`config.mk`:
```
export PLATFORM = sky130hd
export DESIGN_NAME = distance_window_debounce_gate_core
export DESIGN_NICKNAME = d
export VERILOG_FILES = /design/src/sv/dwdg_pkg.sv /design/src/sv/distance_window_debounce_gate_core.sv
export SDC_FILE = /design/constraint.sdc
export NUM_CORES = 1
export LEC_CHECK = 0
export ABC_CLOCK_PERIOD_IN_PS = 13100
export BUFFER_PORTS_ARGS = -buffer_cell sky130_fd_sc_hd__buf_2
export CAP_MARGIN = 20
export CORE_MARGIN = 4
export CORE_UTILIZATION = 34
export DETAILED_ROUTE_END_ITERATION = 6
export PLACE_DENSITY_LB_ADDON = 0.25
export RECOVER_POWER = 50
export SYNTH_ARGS = -nofsm -noshare
export SYNTH_HDL_FRONTEND = slang
export SYNTH_SLANG_ARGS = --single-unit
```
`constraint.sdc`:
```
create_clock -name clk -period 13.1 [get_ports clk]
set_clock_uncertainty 0.15 [all_clocks]
set_input_delay 1.31 -clock clk [delete_from_list [all_inputs] [get_ports clk]]
set_output_delay 1.31 -clock clk [all_outputs]
set_load 0.03 [all_outputs]
```
`src/sv/dwdg_pkg.sv`:
```
// ----------------------------------------------------------------------------
// dwdg_pkg
// Shared types, field widths and register codes for the distance window
// debounce gate.
// ----------------------------------------------------------------------------
`default_nettype none

package dwdg_pkg;

  // Field widths
  localparam int unsigned DistW  = 16;
  localparam int unsigned TimeW  = 32;
  localparam int unsigned CountW = 8;
  localparam int unsigned AddrW  = 8;
  localparam int unsigned CfgW   = 32;

  // Packed stream widths, rounded up to whole bytes
  localparam int unsigned InBits   = 1 + DistW + TimeW;
  localparam int unsigned InDataW  = ((InBits + 7) / 8) * 8;
  localparam int unsigned OutBits  = 1 + CountW + DistW;
  localparam int unsigned OutDataW = ((OutBits + 7) / 8) * 8;

  // Register reset values
  localparam logic [DistW-1:0]  MinDistRst  = '0;
  localparam logic [DistW-1:0]  MaxDistRst  = '1;
  localparam logic [TimeW-1:0]  TimeoutRst  = TimeW'(100);
  localparam logic [CountW-1:0] RequiredRst = CountW'(3);

  // Configuration register indexes
  typedef enum logic [AddrW-1:0] {
    REG_MIN_DIST = 8'd0,
    REG_MAX_DIST = 8'd1,
    REG_TIMEOUT  = 8'd2,
    REG_REQUIRED = 8'd3
  } cfg_reg_t;

  // Item kinds carried on tuser
  typedef enum logic {
    MODE_UPDATE = 1'b0,
    MODE_QUERY  = 1'b1
  } mode_t;

  // One input item as held in the input register
  typedef struct packed {
    mode_t             mode;
    logic              measurement_ok;
    logic [DistW-1:0]  distance;
    logic [TimeW-1:0]  time_ms;
  } item_t;

endpackage : dwdg_pkg

`default_nettype wire

```
`src/sv/distance_window_debounce_gate_core.sv`:
```
// ----------------------------------------------------------------------------
// distance_window_debounce_gate_core
// Debounces range-sensor samples against a distance window with a staleness
// timeout, and answers confirmation queries.
// ----------------------------------------------------------------------------
//
// Usage:
//   in_*  : one item per transfer. in_tuser is the kind (0 update, 1 query).
//           Update items store a sample and advance the run count; query
//           items ask whether confirmation holds at in_tdata's time.
//   out_* : exactly one result per input item, in order.
//   cfg_* : register writes (index, data), taken every cycle (cfg_ready is
//           tied high); write only while no item is in flight.
// Path: each item passes the input register, then the result register, which
//   drives out_tvalid. Throughput: one item per cycle while out_tready is
//   high, set by the single state update step between the two registers.
// Stall: while out_tvalid is high and out_tready low, the result holds and
//   one more item may wait in the input register; in_tready then drops.
// Reset: rst_n low clears both pipeline valids, the sample state and sets
//   the registers to min 0, max 65535, timeout 100 ms, required 3.
//
`default_nettype none

module distance_window_debounce_gate_core (
  input  wire logic                           clk,
  input  wire logic                           rst_n,
  // input stream
  input  wire logic                           in_tvalid,
  output      logic                           in_tready,
  // [0] measurement_ok, [16:1] distance, [48:17] time_ms, rest zero
  input  wire logic [dwdg_pkg::InDataW-1:0]   in_tdata,
  // [0] mode
  input  wire logic                           in_tuser,
  // result stream
  output      logic                           out_tvalid,
  input  wire logic                           out_tready,
  // [0] is_confirmed, [8:1] run_count, [24:9] latest_distance, rest zero
  output      logic [dwdg_pkg::OutDataW-1:0]  out_tdata,
  // configuration writes
  input  wire logic                           cfg_valid,
  output      logic                           cfg_ready,
  input  wire logic [dwdg_pkg::AddrW-1:0]     cfg_addr,
  input  wire logic [dwdg_pkg::CfgW-1:0]      cfg_data
);

  localparam int unsigned DistW  = dwdg_pkg::DistW;
  localparam int unsigned TimeW  = dwdg_pkg::TimeW;
  localparam int unsigned CountW = dwdg_pkg::CountW;

  // Configuration registers
  logic [DistW-1:0]  min_dist_r;
  logic [DistW-1:0]  max_dist_r;
  logic [TimeW-1:0]  timeout_r;
  logic [CountW-1:0] required_r;

  // Sample state
  logic [DistW-1:0]  stored_dist_r, stored_dist_nxt;
  logic [TimeW-1:0]  stored_time_r, stored_time_nxt;
  logic [CountW-1:0] run_r, run_nxt;
  logic              have_r, have_nxt;
  logic              conf_r, conf_nxt;

  // Pipeline registers
  logic                  s1_valid_r;
  dwdg_pkg::item_t       s1_item_r;
  logic                  out_valid_r;
  logic [CountW-1:0]     out_run_r;
  logic [DistW-1:0]      out_dist_r;
  logic                  out_conf_r;

  logic              out_free;
  logic              advance;
  logic              in_fire;
  logic              cfg_fire;
  logic [TimeW-1:0]  age;
  logic              age_ok;
  logic              in_window;
  logic [CountW-1:0] run_base;
  logic              result_conf;

  // Handshake control
  assign out_free  = !out_valid_r || out_tready;
  assign advance   = s1_valid_r && out_free;
  assign in_tready = !s1_valid_r || out_free;
  assign in_fire   = in_tvalid && in_tready;
  assign cfg_ready = 1'b1;
  assign cfg_fire  = cfg_valid && cfg_ready;

  // Register configuration writes; ignore unknown indexes
  always_ff @(posedge clk) begin
    if (!rst_n) begin
      min_dist_r <= dwdg_pkg::MinDistRst;
      max_dist_r <= dwdg_pkg::MaxDistRst;
      timeout_r  <= dwdg_pkg::TimeoutRst;
      required_r <= dwdg_pkg::RequiredRst;
    end else if (cfg_fire) begin
      unique case (cfg_addr)
        dwdg_pkg::REG_MIN_DIST: min_dist_r <= cfg_data[DistW-1:0];
        dwdg_pkg::REG_MAX_DIST: max_dist_r <= cfg_data[DistW-1:0];
        dwdg_pkg::REG_TIMEOUT:  timeout_r  <= cfg_data[TimeW-1:0];
        dwdg_pkg::REG_REQUIRED: required_r <= cfg_data[CountW-1:0];
        default: ;
      endcase
    end
  end

  // Capture the input item
  always_ff @(posedge clk) begin
    if (!rst_n) begin
      s1_valid_r <= 1'b0;
    end else if (in_tready) begin
      s1_valid_r <= in_tvalid;
    end
  end

  always_ff @(posedge clk) begin
    if (in_fire) begin
      s1_item_r.mode           <= dwdg_pkg::mode_t'(in_tuser);
      s1_item_r.measurement_ok <= in_tdata[0];
      s1_item_r.distance       <= in_tdata[DistW:1];
      s1_item_r.time_ms        <= in_tdata[DistW+TimeW:DistW+1];
    end
  end

  // Age check and window test
  assign age       = s1_item_r.time_ms - stored_time_r;
  assign age_ok    = age <= timeout_r;
  assign in_window = s1_item_r.measurement_ok
                     && (s1_item_r.distance >= min_dist_r)
                     && (s1_item_r.distance <= max_dist_r);
  // Drop the run when the previous sample has gone stale
  assign run_base  = (have_r && !age_ok) ? '0 : run_r;

  // Next sample state and result
  always_comb begin
    stored_dist_nxt = stored_dist_r;
    stored_time_nxt = stored_time_r;
    run_nxt         = run_r;
    have_nxt        = have_r;
    conf_nxt        = conf_r;
    result_conf     = have_r && conf_r && age_ok;
    if (s1_item_r.mode == dwdg_pkg::MODE_UPDATE) begin
      stored_dist_nxt = s1_item_r.distance;
      stored_time_nxt = s1_item_r.time_ms;
      have_nxt        = 1'b1;
      if (in_window) begin
        // Saturate the run at the required count
        run_nxt  = (run_base < required_r) ? run_base + CountW'(1) : run_base;
        conf_nxt = run_nxt >= required_r;
      end else begin
        run_nxt  = '0;
        conf_nxt = 1'b0;
      end
      result_conf = conf_nxt;
    end
  end

  // Advance sample state with each item leaving the input register
  always_ff @(posedge clk) begin
    if (!rst_n) begin
      stored_dist_r <= '0;
      stored_time_r <= '0;
      run_r         <= '0;
      have_r        <= 1'b0;
      conf_r        <= 1'b0;
    end else if (advance) begin
      stored_dist_r <= stored_dist_nxt;
      stored_time_r <= stored_time_nxt;
      run_r         <= run_nxt;
      have_r        <= have_nxt;
      conf_r        <= conf_nxt;
    end
  end

  // Result register
  always_ff @(posedge clk) begin
    if (!rst_n) begin
      out_valid_r <= 1'b0;
    end else if (out_free) begin
      out_valid_r <= s1_valid_r;
    end
  end

  always_ff @(posedge clk) begin
    if (advance) begin
      out_conf_r <= result_conf;
      out_run_r  <= run_nxt;
      out_dist_r <= stored_dist_nxt;
    end
  end

  assign out_tvalid = out_valid_r;
  assign out_tdata  = dwdg_pkg::OutDataW'({out_dist_r, out_run_r, out_conf_r});

`ifndef SYNTH
  // A query leaves the sample state untouched
  a_query_keeps_state: assert property (@(posedge clk) disable iff (!rst_n)
    advance && s1_item_r.mode == dwdg_pkg::MODE_QUERY |=>
      $stable(run_r) && $stable(conf_r) && $stable(stored_time_r)
      && $stable(stored_dist_r) && $stable(have_r))
    else $error("query changed sample state");

  // An update stores its timestamp and marks a sample as held
  a_update_stores: assert property (@(posedge clk) disable iff (!rst_n)
    advance && s1_item_r.mode == dwdg_pkg::MODE_UPDATE |=>
      have_r && stored_time_r == $past(s1_item_r.time_ms))
    else $error("update did not store sample");

  // No run or confirmation without a stored sample
  a_run_needs_sample: assert property (@(posedge clk) disable iff (!rst_n)
    (run_r != '0 || conf_r) |-> have_r)
    else $error("run or confirm set without sample");

  // A stalled result is not overwritten by the next item
  a_no_overrun: assert property (@(posedge clk) disable iff (!rst_n)
    out_valid_r && !out_tready |=> out_valid_r && $stable(out_run_r)
      && $stable(out_conf_r) && $stable(out_dist_r))
    else $error("result overwritten under stall");
`endif

endmodule : distance_window_debounce_gate_core

`default_nettype wire

```
==> key figures <==
Run status
  – Status: finished, violations left
  – Violated checks: capacitance limit, slew limit

Synthesis
  – Yosys Warn Count: 0
  – Seq cells post-synth: slightly above 200
  – Multiplexer share of the synthesized area: 0.0435
  – XOR/XNOR share of the synthesized area: 0.0213
  – Syn Inst Count: ~1200
  – Predominant post-synthesis flop cell: dfxtp_1
  – Area contributors post-synth: dfxtp_1 (23%), edfxtp_1 (20%), ha_1 (12%), nand2_1 (6.4%), a21boi_0 (4.4%)
  – Combinational family with the most area after synthesis: compound AO/OA/AOI/OAI gates
  – Synth Area in Simple Gates: 0.151
  – Synthesized cell area: between 0.01 and 0.015 mm2
  – Compound-gate portion of the synthesized area: 0.171
  – Ys async rst share: 0
  – Mean Syn Cell Area: around 9.4 um2
  – Post-synth EDFFs: 75
  – Post-Synth Adder-Cell Area: 0.123
  – Unique masters post-synth: 66
  – Synth area leader: dfxtp_1
  – Sequential element share of the synthesized area: 0.426
  – Synth top area share: 0.230

GRT
  – Initial antenna violation count: 4
  – Largest net degree at the start of global routing: about 90
  – First-pass GRT wire length: about 43 mm
  – Vias in the first global route: 8164
  – GRT Resource Usage Total: 0.144
  – Total grt overflow: 0

Critical path
  – CP max stage cell: a211oi_1
  – Max incr delay on CP: 0.56 ns
  – Worst Path Max Fanout: 11
  – CP Data Required Time: between 10 and 15 ns
  – Most common cell on crit path: a21o_1
  – Worst Setup End Kind: flop
  – CP arrival: about 8.8 ns
  – Startpoint Class: flop
  – CP Class: reg2reg

STA
  – RSZ-0062 raised after global routing: no
  – Slew HR: -1.21
  – Final setup fails: 0
  – TNS Setup: 0 ns
  – Min Tclk post-route: 8.73 ns
  – Max-slew violations: 158
  – Slew of the pin with the lowest slew margin: roughly 3.3 ns
  – Final hold viol count: 0
  – Fmax: 115 MHz
  – Crit share post-route: 0.666

Layout
  – Final design utilization: 0.396
  – Synth-to-layout area growth: 15.3%
  – Share of layout cells above drive strength 1: 0.138
  – Fillers: 3400
  – Final #Nets: 1546

Detailed routing
  – Initial DRT Pass Iterations: 6
  – Routed wire per std cell: around 15 um
  – Final ANT Viol Nets: 0
  – Iteration-0 DRC count of the detailed router: approximately 530
  – WL final: approximately 27 mm
  – Drt drc: 0
  – Vias: 8705
  – Routed vias/inst: 4.83

Power
  – Clock power frac: 0.417
  – Pwr dens: 117 mW/mm2
  – Internal cell power: roughly 0.0011 W
  – P_leak: about 5.2 nW
  – Sw Ratio: 0.262
  – Peak supply drop: about 0.08 mV
  – NetSw: 0.000406 W
  – Seq pwr share: 0.451
  – Combinational share of power: 0.132

Floorplanning
  – Site Rows: 67
  – Core box area: about 0.033 mm2
  – Die H: 192 um
  – Initial core utilization: 0.343
  – DIE WIDTH: approximately 190 um
  – Die ar.: ~0.037 mm2
  – Num ports: approximately 140

CTS
  – CTS clock-pin slew for the worst setup and hold paths: roughly 0.060 ns
  – Clk_lat worst skew: ~0.53 ns
  – Clock Tree Buf Depth: 3
  – Clk sinks: about 210
  – Cts repair resizes: 0
  – Clock root cell: clkbuf_16
  – H-tree Lvls: 1
  – Post-CTS Setup Inserts: 0
  – CTS buffer count: 25
  – Hold-fix buffers at CTS: 0
  – CTS tree: done

Hold path
  – Worst hold path type: reg2reg

Place
  – Final HPWL DP: between 15 and 20 mm
  – Port bufs: 121
  – RePlAce Congestion: 0.857

Run
  – Max cap viols: 4
state kept, by name (all words and copies together), names as in the netlist, 8 cells and up:
signal         count
max_dist_r        16
min_dist_r        16
out_dist_r        16
out_run_r          8
required_r         8
run_r              8
s1_item_r         50
stored_dist_r     16
stored_time_r     32
timeout_r         32
layout make-up:
class / count / area [um2] / share of cell area
diodes: 2 / 5.00 / 0.000378
repair buffers: 130 / 656 / 0.0495
clock buffers: 30 / 644 / 0.0486
inverters: 125 / 469 / 0.0354
well taps: 448 / 561 / 0.0423
clock inverters: 16 / 116 / 0.00878
flip-flops and latches: 207 / 4890 / 0.369
multi-input cells: 843 / 5900 / 0.446
final timing paths:
path,slack [ns],from,endpoint,cells after the start
setup / recovery,4.37,s1_item_r[16],out_conf_r,35
hold / removal,0.31,stored_time_r[10],stored_time_r[10],2
setup reg to reg,4.37,s1_item_r[16],out_conf_r,35
hold reg to reg,0.31,stored_time_r[10],stored_time_r[10],2
critical path, delay by kind of cell (launching register included):
family / cells / cell delay, ns
flops: 1 / 0.41
compound gates: 24 / 5.21
fa+ha+maj: 4 / 1.22
xor+xnor: 2 / 0.31
simple gates: 5 / 1.12
power groups by stage:
stage	combinational [W]	sequential, W	clock, W
after detailed placement	0.000206	0.000713	0
after global placement	0.000202	0.000712	0
after floorplan	0.000141	0.000716	0
final	0.000205	0.000699	0.000647
after CTS	0.000207	0.000699	0.000673
after global routing	0.000232	0.000701	0.000697
through the flow:
step | hold WS, ns | power (W) | instances | setup slack, ns | area (um2)
2_1_floorplan | 0.282 | 0.000858 | 1233 | 5.67 | 11500
3_3_place_gp | 0.298 | 0.000914 | 1752 | 4.44 | 12500
3_5_place_dp | 0.309 | 0.000919 | 1753 | 4.43 | 12500
4_1_cts | 0.317 | 0.00158 | 1799 | 4.37 | 13300
5_1_grt | 0.333 | 0.00163 | 1800 | 3.73 | 13200
6_report | 0.313 | 0.00155 | 1801 | 4.37 | 13300
synth_stat cells (7+ instances only):
cell type  instances
a211oi_1           9
a21boi_0          68
a21o_1            37
a21oi_1           48
and3_1             9
buf_2              7
buf_4             10
clkbuf_1          38
dfxtp_1          132
edfxtp_1          75
ha_1             111
inv_1            125
mux2_2            15
mux2i_1           33
nand2_1          197
nand2b_1          10
nand3_1           13
nand4_1           19
nor2_1            33
nor2b_1           44
nor3_1             7
o211ai_1          27
o21a_1             9
o21ai_0           27
o22ai_1           12
o31ai_1            7
xnor2_1           21
xor2_1             7
kinds of logic after synthesis:
logic type	after synthesis
simple gates	365
compound gates	282
flops	207
buf+inv	183
fa+ha+maj	112
mux	48
xor+xnor	28
other cells	2
layer usage:
| layer | GRT usage | wire length, um | vias to the layer above |
|---|---|---|---|
| li1 | - | - | 4469 |
| met1 | 0.201 | 13000 | 4031 |
| met2 | 0.234 | 12100 | 165 |
| met3 | 0.0253 | 1330 | 34 |
| met4 | 0.0276 | 435 | 6 |
| met5 | 0 | 34 | - |
cells in the final DEF (no fill, tap or decap), drive strengths merged, types with 28 or more instances in the layout:
cell	instances
a21oi	50
ha	111
edfxtp	75
clkbuf	44
a21o	37
a21boi	68
nand2	199
o21ai	28
dfxtp	132
mux2i	33
buf	116
nor2b	44
inv	126
nor2	33
No activity file was read; power rests on OpenSTA's default activity.
